**config.mk**
```make
export PLATFORM = sky130hd
export DESIGN_NAME = json_syntax_validator
export DESIGN_NICKNAME = d
export VERILOG_FILES = /design/src/hdl/jsv_pkg.sv /design/src/hdl/jsv_front.sv /design/src/hdl/jsv_queue.sv /design/src/hdl/jsv_back.sv /design/src/hdl/json_syntax_validator.sv
export SDC_FILE = /design/constraint.sdc
export NUM_CORES = 1
export LEC_CHECK = 0
export BUFFER_PORTS_ARGS = -buffer_cell sky130_fd_sc_hd__buf_2
export CAP_MARGIN = 20
export CORE_MARGIN = 4
export CORE_UTILIZATION = 40
export CTS_CLUSTER_SIZE = 10
export DETAILED_ROUTE_END_ITERATION = 16
export GPL_TIMING_DRIVEN = 0
export SETUP_SLACK_MARGIN = 0.2
export SLEW_MARGIN = 25
export SYNTH_ARGS = -nofsm -noshare
export SYNTH_HDL_FRONTEND = slang
export SYNTH_SLANG_ARGS = --single-unit
```
**constraint.sdc**
```tcl
create_clock -name aclk -period 14.45 [get_ports aclk]
set_input_delay 0.7225 -clock aclk [delete_from_list [all_inputs] [get_ports aclk]]
set_output_delay 0.7225 -clock aclk [all_outputs]
set_load 0.03 [all_outputs]
```
**src/hdl/jsv_pkg.sv**
```systemverilog
// package for the json syntax validator: codes, types and constants
package jsv_pkg;

    localparam int MAX_NESTING = 64;
    localparam int DEPTH_W = $clog2(MAX_NESTING + 1);
    localparam int STACK_AW = (MAX_NESTING > 1) ? $clog2(MAX_NESTING) : 1;
    localparam int QUEUE_DEPTH = 4;
    localparam int QUEUE_AW = $clog2(QUEUE_DEPTH);

    typedef enum logic [4:0] {
        S_VALUE        = 5'd0,
        S_VAL_OR_CLOSE = 5'd1,
        S_KEY_OR_CLOSE = 5'd2,
        S_KEY          = 5'd3,
        S_COLON        = 5'd4,
        S_AFTER        = 5'd5,
        S_STR_VAL      = 5'd6,
        S_STR_KEY      = 5'd7,
        S_ESC_VAL      = 5'd8,
        S_ESC_KEY      = 5'd9,
        S_HEX_VAL      = 5'd10,
        S_HEX_KEY      = 5'd11,
        S_LIT          = 5'd12,
        S_N_MINUS      = 5'd13,
        S_N_ZERO       = 5'd14,
        S_N_INT        = 5'd15,
        S_N_DOT        = 5'd16,
        S_N_FRAC       = 5'd17,
        S_N_EXP        = 5'd18,
        S_N_ESIGN      = 5'd19,
        S_N_EDIG       = 5'd20
    } parse_state_t;

    typedef enum logic [1:0] {
        LIT_TRUE  = 2'd0,
        LIT_FALSE = 2'd1,
        LIT_NULL  = 2'd2,
        LIT_NONE  = 2'd3
    } lit_kind_t;

    // classified word from the front to the back
    typedef struct packed {
        logic [7:0] data;
        logic       last;
        logic       utf8_bad;
        logic       utf8_open;
        logic       is_ws;
        logic       is_digit;
        logic       is_hex;
    } word_t;

    function automatic logic [7:0] lit_char(lit_kind_t kind, logic [2:0] pos);
        logic [7:0] c;
        c = 8'h00;
        case (kind)
            LIT_TRUE: begin
                case (pos)
                    3'd0: c = "t";
                    3'd1: c = "r";
                    3'd2: c = "u";
                    3'd3: c = "e";
                    default: c = 8'h00;
                endcase
            end
            LIT_FALSE: begin
                case (pos)
                    3'd0: c = "f";
                    3'd1: c = "a";
                    3'd2: c = "l";
                    3'd3: c = "s";
                    3'd4: c = "e";
                    default: c = 8'h00;
                endcase
            end
            LIT_NULL: begin
                case (pos)
                    3'd0: c = "n";
                    3'd1: c = "u";
                    3'd2: c = "l";
                    3'd3: c = "l";
                    default: c = 8'h00;
                endcase
            end
            default: c = 8'h00;
        endcase
        return c;
    endfunction

    function automatic logic [2:0] lit_len(lit_kind_t kind);
        logic [2:0] n;
        case (kind)
            LIT_TRUE:  n = 3'd4;
            LIT_FALSE: n = 3'd5;
            LIT_NULL:  n = 3'd4;
            default:   n = 3'd0;
        endcase
        return n;
    endfunction

endpackage

```
**src/hdl/jsv_front.sv**
```systemverilog
// front end: utf-8 check and byte classification
module jsv_front (
    input  logic           aclk,
    input  logic           aresetn,
    input  logic           in_valid,
    output logic           in_ready,
    input  logic [7:0]     in_data,
    input  logic           in_last,
    output logic           out_valid,
    input  logic           out_ready,
    output jsv_pkg::word_t out_word
);

    logic [3:0] utf8_reg, utf8_next;
    logic       bad;
    logic [7:0] lo, hi;
    logic       accept;

    assign in_ready = out_ready;
    assign out_valid = in_valid;
    assign accept = in_valid && out_ready;

    always_comb begin
        utf8_next = utf8_reg;
        bad = 1'b0;
        lo = 8'h80;
        hi = 8'hBF;
        case (utf8_reg)
            4'd0: begin
                if (in_data == 8'h00) bad = 1'b1;
                else if (in_data < 8'h80) utf8_next = 4'd0;
                else if (in_data >= 8'hC2 && in_data <= 8'hDF) utf8_next = 4'd1;
                else if (in_data == 8'hE0) utf8_next = 4'd3;
                else if (in_data == 8'hED) utf8_next = 4'd4;
                else if (in_data >= 8'hE1 && in_data <= 8'hEF) utf8_next = 4'd2;
                else if (in_data == 8'hF0) utf8_next = 4'd6;
                else if (in_data == 8'hF4) utf8_next = 4'd7;
                else if (in_data >= 8'hF1 && in_data <= 8'hF3) utf8_next = 4'd5;
                else bad = 1'b1;
            end
            4'd1, 4'd2, 4'd5: ;
            4'd3: lo = 8'hA0;
            4'd4: hi = 8'h9F;
            4'd6: lo = 8'h90;
            4'd7: hi = 8'h8F;
            default: bad = 1'b1;
        endcase
        if (utf8_reg != 4'd0 && !bad) begin
            if (in_data < lo || in_data > hi) bad = 1'b1;
            else if (utf8_reg == 4'd1) utf8_next = 4'd0;
            else if (utf8_reg <= 4'd4) utf8_next = 4'd1;
            else utf8_next = 4'd2;
        end
    end

    // state after a failing byte does not matter: error is sticky downstream
    always_ff @(posedge aclk) begin
        if (!aresetn) begin
            utf8_reg <= 4'd0;
        end else if (accept) begin
            utf8_reg <= in_last ? 4'd0 : utf8_next;
        end
    end

    always_comb begin
        out_word.data = in_data;
        out_word.last = in_last;
        out_word.utf8_bad = bad;
        out_word.utf8_open = !bad && utf8_next != 4'd0;
        out_word.is_ws = in_data == 8'h20 || in_data == 8'h09 ||
            in_data == 8'h0A || in_data == 8'h0D;
        out_word.is_digit = in_data >= "0" && in_data <= "9";
        out_word.is_hex = (in_data >= "0" && in_data <= "9") ||
            (in_data >= "a" && in_data <= "f") || (in_data >= "A" && in_data <= "F");
    end

endmodule

```
**src/hdl/jsv_queue.sv**
```systemverilog
// short word queue between front and back
module jsv_queue (
    input  logic           aclk,
    input  logic           aresetn,
    input  logic           in_valid,
    output logic           in_ready,
    input  jsv_pkg::word_t in_word,
    output logic           out_valid,
    input  logic           out_ready,
    output jsv_pkg::word_t out_word
);

    jsv_pkg::word_t mem_reg [jsv_pkg::QUEUE_DEPTH];
    logic [jsv_pkg::QUEUE_AW-1:0] wp_reg, rp_reg;
    logic [jsv_pkg::QUEUE_AW:0]   cnt_reg;
    logic push, pop;

    assign in_ready = cnt_reg != (jsv_pkg::QUEUE_AW+1)'(jsv_pkg::QUEUE_DEPTH);
    assign out_valid = cnt_reg != '0;
    assign out_word = mem_reg[rp_reg];
    assign push = in_valid && in_ready;
    assign pop = out_valid && out_ready;

    always_ff @(posedge aclk) begin
        if (push) mem_reg[wp_reg] <= in_word;
    end

    always_ff @(posedge aclk) begin
        if (!aresetn) begin
            wp_reg <= '0;
            rp_reg <= '0;
            cnt_reg <= '0;
        end else begin
            if (push) wp_reg <= wp_reg + 1'b1;
            if (pop) rp_reg <= rp_reg + 1'b1;
            if (push && !pop) cnt_reg <= cnt_reg + 1'b1;
            else if (pop && !push) cnt_reg <= cnt_reg - 1'b1;
        end
    end

endmodule

```
**src/hdl/jsv_back.sv**
```systemverilog
// back end: pushdown json parser and result register
module jsv_back (
    input  logic           aclk,
    input  logic           aresetn,
    input  logic           in_valid,
    output logic           in_ready,
    input  jsv_pkg::word_t in_word,
    output logic           out_valid,
    input  logic           out_ready,
    output logic           out_ok
);

    jsv_pkg::parse_state_t ps_reg, ps_next, ps_mid;
    logic [jsv_pkg::DEPTH_W-1:0] depth_reg, depth_next;
    logic [2:0] sub_reg, sub_next;
    jsv_pkg::lit_kind_t kind_reg, kind_next;
    logic err_reg, err_next;
    logic stack_reg [jsv_pkg::MAX_NESTING];
    logic top_reg, top_next;
    logic push_en, push_bit;
    logic ovalid_reg, ok_reg;
    logic bad, fin, accept;
    logic [7:0] c;

    // only a last word has to wait for the result register
    assign in_ready = !ovalid_reg || out_ready || !in_word.last;
    assign accept = in_valid && in_ready;
    assign out_valid = ovalid_reg;
    assign out_ok = ok_reg;
    assign c = in_word.data;

    // top of stack is held in a register, the array is written on push
    always_comb begin
        ps_mid = ps_reg;
        ps_next = ps_reg;
        depth_next = depth_reg;
        sub_next = sub_reg;
        kind_next = kind_reg;
        top_next = top_reg;
        push_en = 1'b0;
        push_bit = 1'b0;
        bad = 1'b0;
        fin = 1'b0;
        case (ps_reg)
            jsv_pkg::S_N_MINUS: begin
                fin = 1'b1;
                if (c == "0") ps_next = jsv_pkg::S_N_ZERO;
                else if (in_word.is_digit) ps_next = jsv_pkg::S_N_INT;
                else bad = 1'b1;
            end
            jsv_pkg::S_N_ZERO, jsv_pkg::S_N_INT: begin
                fin = 1'b1;
                if (ps_reg == jsv_pkg::S_N_INT && in_word.is_digit) ;
                else if (c == ".") ps_next = jsv_pkg::S_N_DOT;
                else if (c == "e" || c == "E") ps_next = jsv_pkg::S_N_EXP;
                else begin fin = 1'b0; ps_mid = jsv_pkg::S_AFTER; end
            end
            jsv_pkg::S_N_DOT: begin
                fin = 1'b1;
                if (in_word.is_digit) ps_next = jsv_pkg::S_N_FRAC;
                else bad = 1'b1;
            end
            jsv_pkg::S_N_FRAC: begin
                fin = 1'b1;
                if (in_word.is_digit) ;
                else if (c == "e" || c == "E") ps_next = jsv_pkg::S_N_EXP;
                else begin fin = 1'b0; ps_mid = jsv_pkg::S_AFTER; end
            end
            jsv_pkg::S_N_EXP: begin
                fin = 1'b1;
                if (c == "+" || c == "-") ps_next = jsv_pkg::S_N_ESIGN;
                else if (in_word.is_digit) ps_next = jsv_pkg::S_N_EDIG;
                else bad = 1'b1;
            end
            jsv_pkg::S_N_ESIGN: begin
                fin = 1'b1;
                if (in_word.is_digit) ps_next = jsv_pkg::S_N_EDIG;
                else bad = 1'b1;
            end
            jsv_pkg::S_N_EDIG: begin
                fin = 1'b1;
                if (!in_word.is_digit) begin fin = 1'b0; ps_mid = jsv_pkg::S_AFTER; end
            end
            default: ;
        endcase

        if (!fin) begin
            ps_next = ps_mid;
            case (ps_mid)
                jsv_pkg::S_VALUE, jsv_pkg::S_VAL_OR_CLOSE, jsv_pkg::S_KEY_OR_CLOSE,
                jsv_pkg::S_KEY, jsv_pkg::S_COLON, jsv_pkg::S_AFTER: begin
                    if (in_word.is_ws) ;
                    else if ((ps_mid == jsv_pkg::S_VAL_OR_CLOSE || ps_mid == jsv_pkg::S_AFTER)
                             && c == "]") begin
                        if (depth_reg == '0 || top_reg) bad = 1'b1;
                        else begin
                            depth_next = depth_reg - 1'b1;
                            ps_next = jsv_pkg::S_AFTER;
                        end
                    end else if ((ps_mid == jsv_pkg::S_KEY_OR_CLOSE || ps_mid == jsv_pkg::S_AFTER)
                                 && c == "}") begin
                        if (depth_reg == '0 || !top_reg) bad = 1'b1;
                        else begin
                            depth_next = depth_reg - 1'b1;
                            ps_next = jsv_pkg::S_AFTER;
                        end
                    end else if (ps_mid == jsv_pkg::S_KEY_OR_CLOSE || ps_mid == jsv_pkg::S_KEY) begin
                        if (c == "\"") ps_next = jsv_pkg::S_STR_KEY;
                        else bad = 1'b1;
                    end else if (ps_mid == jsv_pkg::S_COLON) begin
                        if (c == ":") ps_next = jsv_pkg::S_VALUE;
                        else bad = 1'b1;
                    end else if (ps_mid == jsv_pkg::S_AFTER) begin
                        if (c == "," && depth_reg != '0)
                            ps_next = top_reg ? jsv_pkg::S_KEY : jsv_pkg::S_VALUE;
                        else bad = 1'b1;
                    end else begin
                        if (c == "{" || c == "[") begin
                            if (depth_reg >= jsv_pkg::DEPTH_W'(jsv_pkg::MAX_NESTING)) bad = 1'b1;
                            else begin
                                push_en = 1'b1;
                                push_bit = c == "{";
                                top_next = c == "{";
                                depth_next = depth_reg + 1'b1;
                                ps_next = (c == "{") ? jsv_pkg::S_KEY_OR_CLOSE
                                                     : jsv_pkg::S_VAL_OR_CLOSE;
                            end
                        end else if (c == "\"") ps_next = jsv_pkg::S_STR_VAL;
                        else if (c == "t" || c == "f" || c == "n") begin
                            kind_next = (c == "t") ? jsv_pkg::LIT_TRUE :
                                        (c == "f") ? jsv_pkg::LIT_FALSE : jsv_pkg::LIT_NULL;
                            sub_next = 3'd1;
                            ps_next = jsv_pkg::S_LIT;
                        end else if (c == "-") ps_next = jsv_pkg::S_N_MINUS;
                        else if (c == "0") ps_next = jsv_pkg::S_N_ZERO;
                        else if (in_word.is_digit) ps_next = jsv_pkg::S_N_INT;
                        else bad = 1'b1;
                    end
                end
                jsv_pkg::S_STR_VAL, jsv_pkg::S_STR_KEY: begin
                    if (c == "\"")
                        ps_next = (ps_mid == jsv_pkg::S_STR_KEY) ? jsv_pkg::S_COLON
                                                                 : jsv_pkg::S_AFTER;
                    else if (c == "\\")
                        ps_next = (ps_mid == jsv_pkg::S_STR_KEY) ? jsv_pkg::S_ESC_KEY
                                                                 : jsv_pkg::S_ESC_VAL;
                    else if (c < 8'h20) bad = 1'b1;
                end
                jsv_pkg::S_ESC_VAL, jsv_pkg::S_ESC_KEY: begin
                    if (c == "u") begin
                        sub_next = 3'd0;
                        ps_next = (ps_mid == jsv_pkg::S_ESC_KEY) ? jsv_pkg::S_HEX_KEY
                                                                 : jsv_pkg::S_HEX_VAL;
                    end else if (c == "\"" || c == "\\" || c == "/" || c == "b" ||
                                 c == "f" || c == "n" || c == "r" || c == "t")
                        ps_next = (ps_mid == jsv_pkg::S_ESC_KEY) ? jsv_pkg::S_STR_KEY
                                                                 : jsv_pkg::S_STR_VAL;
                    else bad = 1'b1;
                end
                jsv_pkg::S_HEX_VAL, jsv_pkg::S_HEX_KEY: begin
                    if (!in_word.is_hex) bad = 1'b1;
                    else begin
                        sub_next = sub_reg + 3'd1;
                        if (sub_reg >= 3'd3)
                            ps_next = (ps_mid == jsv_pkg::S_HEX_KEY) ? jsv_pkg::S_STR_KEY
                                                                     : jsv_pkg::S_STR_VAL;
                    end
                end
                jsv_pkg::S_LIT: begin
                    if (kind_reg == jsv_pkg::LIT_NONE || sub_reg >= jsv_pkg::lit_len(kind_reg)
                        || c != jsv_pkg::lit_char(kind_reg, sub_reg)) bad = 1'b1;
                    else begin
                        sub_next = sub_reg + 3'd1;
                        if (sub_reg + 3'd1 == jsv_pkg::lit_len(kind_reg))
                            ps_next = jsv_pkg::S_AFTER;
                    end
                end
                default: bad = 1'b1;
            endcase
        end
        err_next = err_reg || bad || in_word.utf8_bad;
    end

    // array read for the new top after a pop
    logic [jsv_pkg::STACK_AW-1:0] pop_idx;
    logic pop_en;
    assign pop_en = depth_next < depth_reg && depth_next != '0;
    assign pop_idx = jsv_pkg::STACK_AW'(depth_next - 1'b1);

    always_ff @(posedge aclk) begin
        if (accept && !err_reg && push_en)
            stack_reg[jsv_pkg::STACK_AW'(depth_reg)] <= push_bit;
        if (accept && !err_reg && pop_en)
            top_reg <= stack_reg[pop_idx];
        else if (accept && !err_reg)
            top_reg <= top_next;
    end

    always_ff @(posedge aclk) begin
        if (!aresetn) begin
            ps_reg <= jsv_pkg::S_VALUE;
            depth_reg <= '0;
            sub_reg <= '0;
            kind_reg <= jsv_pkg::LIT_TRUE;
            err_reg <= 1'b0;
            ovalid_reg <= 1'b0;
            ok_reg <= 1'b0;
        end else begin
            if (out_valid && out_ready) ovalid_reg <= 1'b0;
            if (accept) begin
                if (in_word.last) begin
                    ovalid_reg <= 1'b1;
                    ok_reg <= !err_next && !in_word.utf8_open && depth_next == '0 &&
                        (ps_next == jsv_pkg::S_AFTER || ps_next == jsv_pkg::S_N_ZERO ||
                         ps_next == jsv_pkg::S_N_INT || ps_next == jsv_pkg::S_N_FRAC ||
                         ps_next == jsv_pkg::S_N_EDIG);
                    ps_reg <= jsv_pkg::S_VALUE;
                    depth_reg <= '0;
                    sub_reg <= '0;
                    kind_reg <= jsv_pkg::LIT_TRUE;
                    err_reg <= 1'b0;
                end else if (!err_reg) begin
                    ps_reg <= ps_next;
                    depth_reg <= depth_next;
                    sub_reg <= sub_next;
                    kind_reg <= kind_next;
                    err_reg <= err_next;
                end
            end
        end
    end

endmodule

```
**src/hdl/json_syntax_validator.sv**
```systemverilog
// top level of the streaming json syntax validator
// Takes one byte per cycle, with s_last_byte on the final byte of a text, as long as no
// result waits on m_ready; the last byte is registered in the four-word queue, then the
// parser registers the json_ok word in its result register. A result waiting on m_ready
// holds back the next last byte in the parser, and the bytes behind it once the queue is
// full. The parser's pushdown step and stack write set the one-byte-per-cycle figure.
// Nesting beyond 64 levels counts as invalid. No clearing pass is needed after reset.
module json_syntax_validator (
    input  logic       aclk,
    input  logic       aresetn,
    input  logic       s_valid,
    output logic       s_ready,
    input  logic [7:0] s_data_byte,
    input  logic       s_last_byte,
    output logic       m_valid,
    input  logic       m_ready,
    output logic       m_json_ok
);

    jsv_pkg::word_t f_word, q_word;
    logic f_valid, f_ready, q_valid, q_ready;

    jsv_front u_front (
        .aclk(aclk), .aresetn(aresetn),
        .in_valid(s_valid), .in_ready(s_ready),
        .in_data(s_data_byte), .in_last(s_last_byte),
        .out_valid(f_valid), .out_ready(f_ready), .out_word(f_word)
    );

    jsv_queue u_queue (
        .aclk(aclk), .aresetn(aresetn),
        .in_valid(f_valid), .in_ready(f_ready), .in_word(f_word),
        .out_valid(q_valid), .out_ready(q_ready), .out_word(q_word)
    );

    jsv_back u_back (
        .aclk(aclk), .aresetn(aresetn),
        .in_valid(q_valid), .in_ready(q_ready), .in_word(q_word),
        .out_valid(m_valid), .out_ready(m_ready), .out_ok(m_json_ok)
    );

    a_out_hold: assert property (@(posedge aclk) disable iff (!aresetn)
        m_valid && !m_ready |=> m_valid && $stable(m_json_ok))
        else $error("result dropped while stalled");

    a_front_pass: assert property (@(posedge aclk) disable iff (!aresetn)
        s_ready == f_ready)
        else $error("front ready mismatch");

    a_ok_known: assert property (@(posedge aclk) disable iff (!aresetn)
        m_valid |-> !$isunknown(m_json_ok))
        else $error("unknown result word");

endmodule

```
After elaboration in Yosys (flattened, before gate mapping)
Memory sizes are Yosys's and may differ from the RTL's. A register that Yosys moved wholly into a read port is not among the register bits.
Index checks and enable logic that the tools add are counted.
{"block": "totals", "mem_count": 2, "mem_bits_ro": 0, "out_inout_bits": 3, "ram_bits": 120, "word_cells": 453, "regBits": 31, "latch_bits": 0}
{"block": "classes", "n_addsub": 8, "n_eq_ne": 101, "n_div": 0, "n_bitwise": 0, "reduce_logical": 101, "n_lt_le_gt_ge": 21, "n_mul": 0, "n_shift": 0, "muxes": 209}
{"memory": "u_back.stack_reg", "words": 64, "width": 1, "rd": 1, "rd_clocked_by_memory_dff": 1, "write_ports": 1, "line": "jsv_back.sv:18", "source": "logic stack_reg [jsv_pkg::MAX_NESTING];"}
{"memory": "u_queue.mem_reg", "words": 4, "width": 14, "rd": 1, "rd_clocked_by_memory_dff": 1, "write_ports": 1, "line": "jsv_queue.sv:13", "source": "jsv_pkg::word_t mem_reg [jsv_pkg::QUEUE_DEPTH];"}
{"op": "5-bit 2-to-1 mux", "count": 43}
{"op": "8-bit by 7-bit equality test with 1-bit output (second input constant)", "count": 13}
{"op": "7-bit 2-to-1 mux", "count": 14}
{"op": "1-bit 2-to-1 mux", "count": 79}
{"op": "8-bit by 6-bit equality test with 1-bit output (second input constant)", "count": 9}
{"op": "3-bit 2-to-1 mux", "count": 22}
{"op": "4-bit 2-to-1 mux", "count": 14}
{"op": "5-bit by 4-bit equality test with 1-bit output (second input constant)", "count": 10}
{"op": "2-bit 2-to-1 mux", "count": 20}
{"op": "5-bit equality test (second input constant)", "count": 7}
{"op": "7-bit case mux with 5 select lines", "count": 1}
{"op": "1-bit logical OR", "count": 33}
{"op": "8-bit equality test (second input constant)", "count": 4}
{"op": "5-bit case mux with 6 select lines", "count": 1}
{"op": "7-bit case mux with 4 select lines", "count": 1}
{"op": "3-bit by 2-bit inequality test with 1-bit output (second input constant)", "count": 9}
{"op": "5-bit by 3-bit equality test with 1-bit output (second input constant)", "count": 5}
{"op": "5-bit case mux with 5 select lines", "count": 1}
{"op": "8-bit by 4-bit equality test with 1-bit output (second input constant)", "count": 3}
{"op": "8-bit >= comparator (second input constant)", "count": 3}
{"op": "8-bit less-or-equal comparator (second input constant)", "count": 3}
{"op": "1-bit logical AND", "count": 24}
{"op": "6-bit case mux with 2 select lines", "count": 2}
{"op": "8-bit case mux with 3 select lines", "count": 1}
{"op": "other kinds (64)", "count": 118}

Logic depth before layout (Yosys ltp)
Gate-level depths: netlist of run 1.
{"block": "logic_depth", "word_depth": 26, "mapped_depth": 24, "mapped_depth_nobuf": 19}

Hierarchy
A second synthesis of run 1 with hierarchy kept.
{"block": "hier_totals", "cells_unflattened": 1010, "hier_area_um2": 10089.7}
{"mod": "jsv_back", "area_per_inst_um2": 6757.7, "instances": 1, "seq_area_each_um2": 2352.3, "cells_per_inst": 783}
{"mod": "jsv_queue", "area_per_inst_um2": 2546.2, "instances": 1, "seq_area_each_um2": 1861.8, "cells_per_inst": 121}
{"mod": "jsv_front", "area_per_inst_um2": 785.8, "instances": 1, "seq_area_each_um2": 80.1, "cells_per_inst": 106}

Worst setup path before layout of run 1
OpenSTA, ideal clock, no wires.
{"block": "synth_path", "path_type": "register to register", "from": "register with a tool-made name", "to": "register u_back.top_reg (data pin)", "setup_ns": 0.267, "setup_slack_ns": 8.822, "stages_incl_launch_ff": 23, "arrival_time_ns": 5.361, "required_ns": 14.183, "synth_period_minus_slack_ns": 5.628, "path_cell_list": "dfxtp_1 > buf_6 > mux4_2 > or4b_4 > or3_4 > a31o_1 > buf_6 > and4_1 > buf_2 > a21boi_1 > o21ai_2 > xnor2_2 > buf_6 > buf_6 > ha_1 > buf_1 > clkbuf_1 > mux4_2 > mux2i_1 > nand3_1 > o211a_1 > a2111oi_2 > a21oi_1"}
{"item": "end signal: assignment", "line": "jsv_back.sv:194", "source": "top_reg <= stack_reg[pop_idx];"}
{"item": "end signal: assignment", "line": "jsv_back.sv:196", "source": "top_reg <= top_next;"}
{"item": "end: declaration", "line": "jsv_back.sv:19", "source": "logic top_reg, top_next;"}

==> metrics.txt, run 1 <==
run status complete, no violations; Power, Total 1.69 mW; fin nets 1,012; antenna viol nets, final 0; DRC Markers 0; pin count of the biggest net entering global routing 67; Final HPWL DP 17.5 mm; first-pass GRT wire length 39.0 mm; CP bufs+invs 7; initial DRC count 907; TNS Setup 0 ps; CTS clock-pin slew for the worst setup and hold paths 70 ps; max FFs per register 64; Post-CTS Setup Inserts 0; Non-Filler Instances 1,303; slew at the pin closest to its max-slew limit 1010 ps; Total GRT Usage 18.6%; Placed Cells 1,271; design area 10,600 µm²; placer congestion estimate 0.957; Multi-input gate area 4950 µm²; Post-synth top cells 139 x nor2_1, 121 x edfxtp_1, 71 x nand2_1, 52 x a21oi_1, 35 x nor3_1; crit path launch type flop; max cap viols 0; CORE AREA between 20,000 and 25,000 µm²; placed inst area 10,000 µm²; Hold Crit Class reg -> reg; number of synthesized flops with an enable pin 121; Worst Path Arrival 7370 ps; Ys Warns 0; M2 GR Usage 28.9%; RSZ-0062 raised after global routing false; via count 7,618; Tcrit/Tclk final 49.9%; PwrDens roughly 160 nW/µm²; Clock Sinks 154; crit path max fanout 12; Layout area overhead 11.2%; cell count after synthesis 936; chip height 162 µm; top-area cell type share of the netlist area between 30% and 40%; crit path cell chain clkbuf_1 -> buf_2 -> mux4_2 -> and4bb_1 -> and2_1 -> o31ai_1 -> buf_2 -> nand4_2 -> nand2_1 -> o21ai_2 -> xnor2_2 -> buf_6 -> buf_6 -> ha_1 -> buf_1 -> clkbuf_1 -> mux4_2 -> mux2i_1 -> nand3_1 -> o211a_1 -> a2111oi_2 -> a21oi_1; required time of the critical path 14,610 ps; Final Hold Fails 0; fraction of registers with async set/reset 0%; largest area contributor in the netlist edfxtp_1; DR pass1 iterations 5; number of global-route vias before repair 7,099; Starting Density 40.6%; CTS tree done; top-count cell post-synth nor2_1; slowest CP cell o31ai_1; FF+latch area 4290 µm²; synthesized net count 977; crit path time final between 7000 and 8000 ps; diodes inserted 0; Routed WL 24.2 mm; fmax 139 MHz; layout cells sized above 1 12.5%; Min Hold Slack about 480 ps; final setup violation count 0; Port Buffers 15; Std-Cell Rows 56; htree depth 4; post-synthesis sequential area ratio 45.0%; IO Count 16; Filler cells 2,222; top cells by area, synth edfxtp_1 38%, mux4_2 7.1%, dfxtp_1 6.9%; CP peak stage delay 700 ps; Synth cell types just under 90; final setup margin 7240 ps; WL/cell 18.6 µm; GRT overflow 0; fin. max-slew vios 0; #FFs+latches synth 154; dominant synthesized flop cell edfxtp_1; static leakage about 3.8 nW; clk_skew 11.2 ps; Critical Path Sink Type flop; PostCTS Resize Cnt 0; met3 GRT Util about 2.6%; die width 162 µm; DIE AREA 26,400 µm²; critical path's top delay family buffers and inverters; Longest Clk Path Bufs 2; TritonCTS Buffers 17; Root Driver clkbuf_16; initial antenna violation count 0; routed vias/inst 5.85; crit path kind reg -> reg; grt met1 use ~27%; final core occ 45.2%; Netlist Area Pre-Place roughly 9500 µm²; worst slack, placed roughly 7300 ps; Rel. slew slack 32.4%; Clock Latency Late Sink 430 ps; most used routing layer met2; hold buffers post-CTS 0; worst vdd ir 0.0971 mV; post-synthesis area per instance 10.2 µm²
-- layer usage --
metal,share of wire [%],wire length (µm),up-vias
met3,5.5,1330,51
met1,46,11100,3720
li1,-,-,3594
met5,0,0,-
met4,2.5,603,0
met2,46,11200,253
-- worst min-delay path, stage by stage (launching register included) --
cell and delay (ps):
dfxtp_1 330, nand3_1 60, o21ai_1 50
-- final timing paths --
kind	to	slack [ps]	from	depth (start not counted)
max reg2reg	u_back.top_reg$_DFFE_PP_	7240	flop	22
max	u_back.top_reg$_DFFE_PP_	7240	flop	22
min reg2reg	u_back.out_ok$_SDFFE_PN0P_	480	u_back.out_ok$_SDFFE_PN0P_	2
min	u_back.out_ok$_SDFFE_PN0P_	480	u_back.out_ok$_SDFFE_PN0P_	2
-- cells in the final DEF, fill, tap and decap left out, types with 5 or more instances in the layout --
cell type,synthesis,layout
nor2_1,139,139
edfxtp_1,121,121
nand2_1,71,71
a21oi_1,52,52
nor3_1,35,35
nand3_1,33,33
dfxtp_1,33,33
clkbuf_1,32,32
nor2b_1,32,32
o21ai_0,32,32
mux4_2,30,30
ha_1,27,27
inv_1,24,24
buf_2,4,19
clkbuf_16,0,17
and2_1,15,15
a31oi_1,15,15
xnor2_1,15,15
a22oi_1,15,15
mux2i_1,14,14
and3_1,11,11
o31ai_1,10,10
nand4_1,10,10
nor4_1,9,9
or3_1,9,9
a21boi_0,8,8
nand2b_1,8,8
xor2_1,6,6
mux2_2,6,6
o211ai_1,6,6
a21o_1,5,5
a311oi_1,5,5
a211o_1,5,5
o21a_1,5,5
-- layout make-up --
class                           instances  area share [%]
Buffer                                 42            1.85
Timing Repair Buffer                   16           0.967
Clock inverter                         15            1.25
Multi-Input combinational cell        712            46.7
Clock buffer                           17            4.01
Sequential cell                       154            40.5
Inverter                               28           0.991
Tap cell                              319            3.76
-- cell families (layout without fill, tap and decap cells) --
family	Yosys count	in the layout	share of synthesized area (%)
compound gates	199	199	14.1
xor+xnor	27	27	3.02
fa+ha+maj	28	28	3.75
buf+inv	70	118	3.16
flops	154	154	45.0
mux	50	50	9.26
simple gates	408	408	21.6
-- power by group --
group	internal, mW	total [mW]	switching, mW	leakage [nW]
logic	0.271	0.744	0.473	1.95
registers	0.512	0.528	0.0159	1.54
clock network	0.226	0.422	0.196	0.275
total	1.01	1.69	0.685	3.76
No activity file was read; power rests on OpenSTA's default activity.
==> run 2: changes to the inputs <==
--- a/config.mk
+++ b/config.mk
@@ -5,6 +5,7 @@
 export SDC_FILE = /design/constraint.sdc
 export NUM_CORES = 1
 export LEC_CHECK = 0
+export ABC_AREA = 1
 export BUFFER_PORTS_ARGS = -buffer_cell sky130_fd_sc_hd__buf_2
 export CAP_MARGIN = 20
 export CORE_MARGIN = 4
==> constraint.sdc (replaced) <==
create_clock -name aclk -period 6.6 [get_ports aclk]
set_input_delay 0.33 -clock aclk [delete_from_list [all_inputs] [get_ports aclk]]
set_output_delay 0.33 -clock aclk [all_outputs]
set_load 0.03 [all_outputs]
==> metrics.txt, run 2 <==
switching share of power 44.7% (was 40.4%); commonest non-fill, non-tap cell in the layout nand2_1 (was nor2_1); fin. max-slew vios 0 (unchanged); worst vdd ir 0.171 mV (was 0.0971 mV); pin count of the biggest net entering global routing 17 (was 67); routed vias/inst 5.35 (was 5.85); Switch Pwr 1.91 mW (was 0.685 mW); Std-Cell Rows 59 (was 56); RSZ-0062 raised after global routing false (unchanged); clk_skew 10.6 ps (was 11.2 ps); crit path max fanout 12 (unchanged); number of global-route vias before repair 9,119 (was 7,099); final setup margin 915 ps (was 7240 ps); CP peak stage delay 510 ps (was 700 ps); largest area contributor in the netlist edfxtp_1 (unchanged); top cells by area, synth edfxtp_1 34%, nand2_1 13%, nand3_1 7.0% (was edfxtp_1 38%, mux4_2 7.1%, dfxtp_1 6.9%); FF+latch area 4290 µm² (unchanged); GRT overflow 0 (unchanged); IO Count 16 (unchanged); Hold Crit Class in -> reg (was reg -> reg); die width 171 µm (was 162 µm); Clock Sinks 154 (unchanged); Multi-input gate area 5400 µm² (was 4950 µm²); Rel. slew slack 39.8% (was 32.4%); PostCTS Resize Cnt 0 (unchanged); Port Buffers 15 (unchanged); first-pass GRT wire length 48.2 mm (was 39.0 mm); #FFs+latches synth 154 (unchanged); Final Hold Fails 0 (unchanged); CTS tree done (unchanged); fin nets 1,538 (was 1,012); internal power component 2.37 mW (was 1.01 mW); via count 9,858 (was 7,618); TritonCTS Buffers 17 (unchanged); dominant synthesized flop cell edfxtp_1 (unchanged); DIE AREA 29,300 µm² (was 26,400 µm²); Min Hold Slack 190 ps (was 485 ps); Post-synth top cells 375 x nand2_1, 173 x nor2_1, 169 x inv_1, 148 x nand3_1, 121 x edfxtp_1 (was 139 x nor2_1, 121 x edfxtp_1, 71 x nand2_1, 52 x a21oi_1, 35 x nor3_1); Top cell by count, worst path nand2_1; synthesized net count 1,497 (was 977); top-count cell post-synth nand2_1 (was nor2_1); post-synthesis area per instance 7.30 µm² (was 10.2 µm²); Worst Path Arrival 5870 ps (was 7370 ps); number of synthesized flops with an enable pin 121 (unchanged); Routed WL 30.2 mm (was 24.2 mm); Clock Latency Late Sink 430 ps (about the same); static leakage 5.09 nW (was 3.76 nW); Total GRT Usage 20.8% (was 18.6%); PwrDens 362 nW/µm² (was 160 nW/µm²); Critical Path Sink Type flop (unchanged); WL/cell 16.4 µm (was 18.6 µm); CTS clock-pin slew for the worst setup and hold paths 70 ps (about the same); Post-CTS Setup Inserts 0 (unchanged); fmax 176 MHz (was 139 MHz); crit path time final 5680 ps (was 7210 ps); Root Driver clkbuf_16 (unchanged); top-area cell type share of the netlist area 34.2% (was 38.1%); initial antenna violation count 0 (unchanged); Filler cells 2,664 (was 2,222); Layout area overhead 11.0% (was 11.2%); Power, Total 4.28 mW (was 1.69 mW); TNS Setup 0 ps (unchanged); required time of the critical path 6790 ps (was 14,610 ps); DR pass1 iterations 6 (was 5); htree depth 4 (unchanged); Synth cell types 58 (was 87); run status complete, no violations (unchanged); final setup violation count 0 (unchanged); placer congestion estimate 0.918 (was 0.957); Starting Density 40.7% (was 40.6%); Longest Clk Path Bufs 2 (unchanged); Final HPWL DP 22.5 mm (was 17.5 mm); Ys Warns 0 (unchanged); Netlist Area Pre-Place 10,600 µm² (was 9540 µm²); hold buffers post-CTS 0 (unchanged); Comb power frac 49.0% (was 43.9%); antenna viol nets, final 0 (unchanged); diodes inserted 0 (unchanged); crit path kind reg -> reg (unchanged); DRC Markers 0 (unchanged); post-synthesis sequential area ratio 40.4% (was 45.0%); slew at the pin closest to its max-slew limit 902 ps (was 1010 ps); layout cells sized above 1 10.9% (was 12.5%); fraction of registers with async set/reset 0% (unchanged); cell count after synthesis 1,456 (was 936); initial DRC count 902 (was 907); max FFs per register 64 (unchanged); max cap viols 0 (unchanged); clock share of power 23.0% (was 24.9%); Tcrit/Tclk final 86.1% (was 49.9%); most frequent cells in the layout 375 x nand2_1, 169 x inv_1, 169 x nor2_1, 148 x nand3_1, 121 x edfxtp_1 (was 139 x nor2_1, 121 x edfxtp_1, 71 x nand2_1, 52 x a21oi_1, 35 x nor3_1); worst slack, placed 1090 ps (was 7260 ps); Seq pwr share 28.0% (was 31.2%); crit path launch type flop (unchanged); slowest CP cell o21ai_1 (was o31ai_1); chip height 171 µm (was 162 µm); CORE AREA 26,100 µm² (was 23,500 µm²)
-- run 2: area by class of cell --
cell class                 count  area share [%]
timing repair buffer          22            1.18
sequential                   154            36.4
clock inverter                14            1.44
inverter                     191            6.12
tap                          335            3.55
buffer                        43            1.99
multi-input combinational   1068            45.7
clock buffer                  17            3.60
-- run 2: power by group through the flow --
stage	Sequential (mW)	Clock, mW	Combinational (mW)
after detailed placement	1.21	0	2.07
after floorplan	1.20	0	1.54
after CTS	1.19	1.00	2.08
final	1.20	0.985	2.10
after global routing	1.20	1.05	2.35
after global placement	1.21	0	2.04
-- run 2: per-stage QoR --
step / cell area, µm² / cells / utilization, %
5_1_grt: 11800 / 1844 / 45.2
4_1_cts: 11800 / 1844 / 45.2
6_report: 11800 / 1844 / 45.2
3_5_place_dp: 11200 / 1813 / 42.9
2_1_floorplan: 10600 / 1456 / -
3_3_place_gp: 11100 / 1806 / 42.6
-- run 2: metal layers --
layer / track usage [%] / share of wire [%] / up-vias
met5: 0 / 0 / -
met4: 5.55 / 2.1 / 0
met3: 3.07 / 6.7 / 44
met2: 32.9 / 45 / 333
met1: 29.8 / 46 / 4562
li1: - / - / 4919
-- run 2: path summary, 6_finish.rpt --
kind | startpoint | cells after the start | slack [ps] | endpoint
hold / removal | s_data_byte[7] | 1 | 190 | u_queue.mem_reg[2][13]$_DFFE_PP_
setup reg to reg | u_back.ps_reg[2]$_SDFFE_PN0P_ | 30 | 920 | u_back.top_reg$_DFFE_PP_
setup / recovery | u_back.ps_reg[2]$_SDFFE_PN0P_ | 30 | 920 | u_back.top_reg$_DFFE_PP_
hold reg to reg | u_queue.rp_reg[1]$_SDFFE_PN0P_ | 2 | 470 | u_queue.rp_reg[1]$_SDFFE_PN0P_
-- run 2: critical path, delay by kind of cell, from the launching register on --
| kind | cells | cell delay, ps |
|---|---|---|
| simple gates | 19 | 2040 |
| compound gates | 3 | 830 |
| buf+inv | 7 | 1750 |
| fa+ha+maj | 1 | 310 |
| flops | 1 | 500 |
-- run 2: logic make-up (layout without fill, tap and decap cells) --
family	count (synthesis)	after routing	synth area share, %
AO/OA/AOI/OAI	203	203	11.1
XOR/XNOR	13	13	1.07
adder cells (fa/ha/maj)	28	28	3.37
buffers and inverters	234	287	9.00
flip-flops	154	154	40.4
AND/OR/NAND/NOR	824	824	35.1
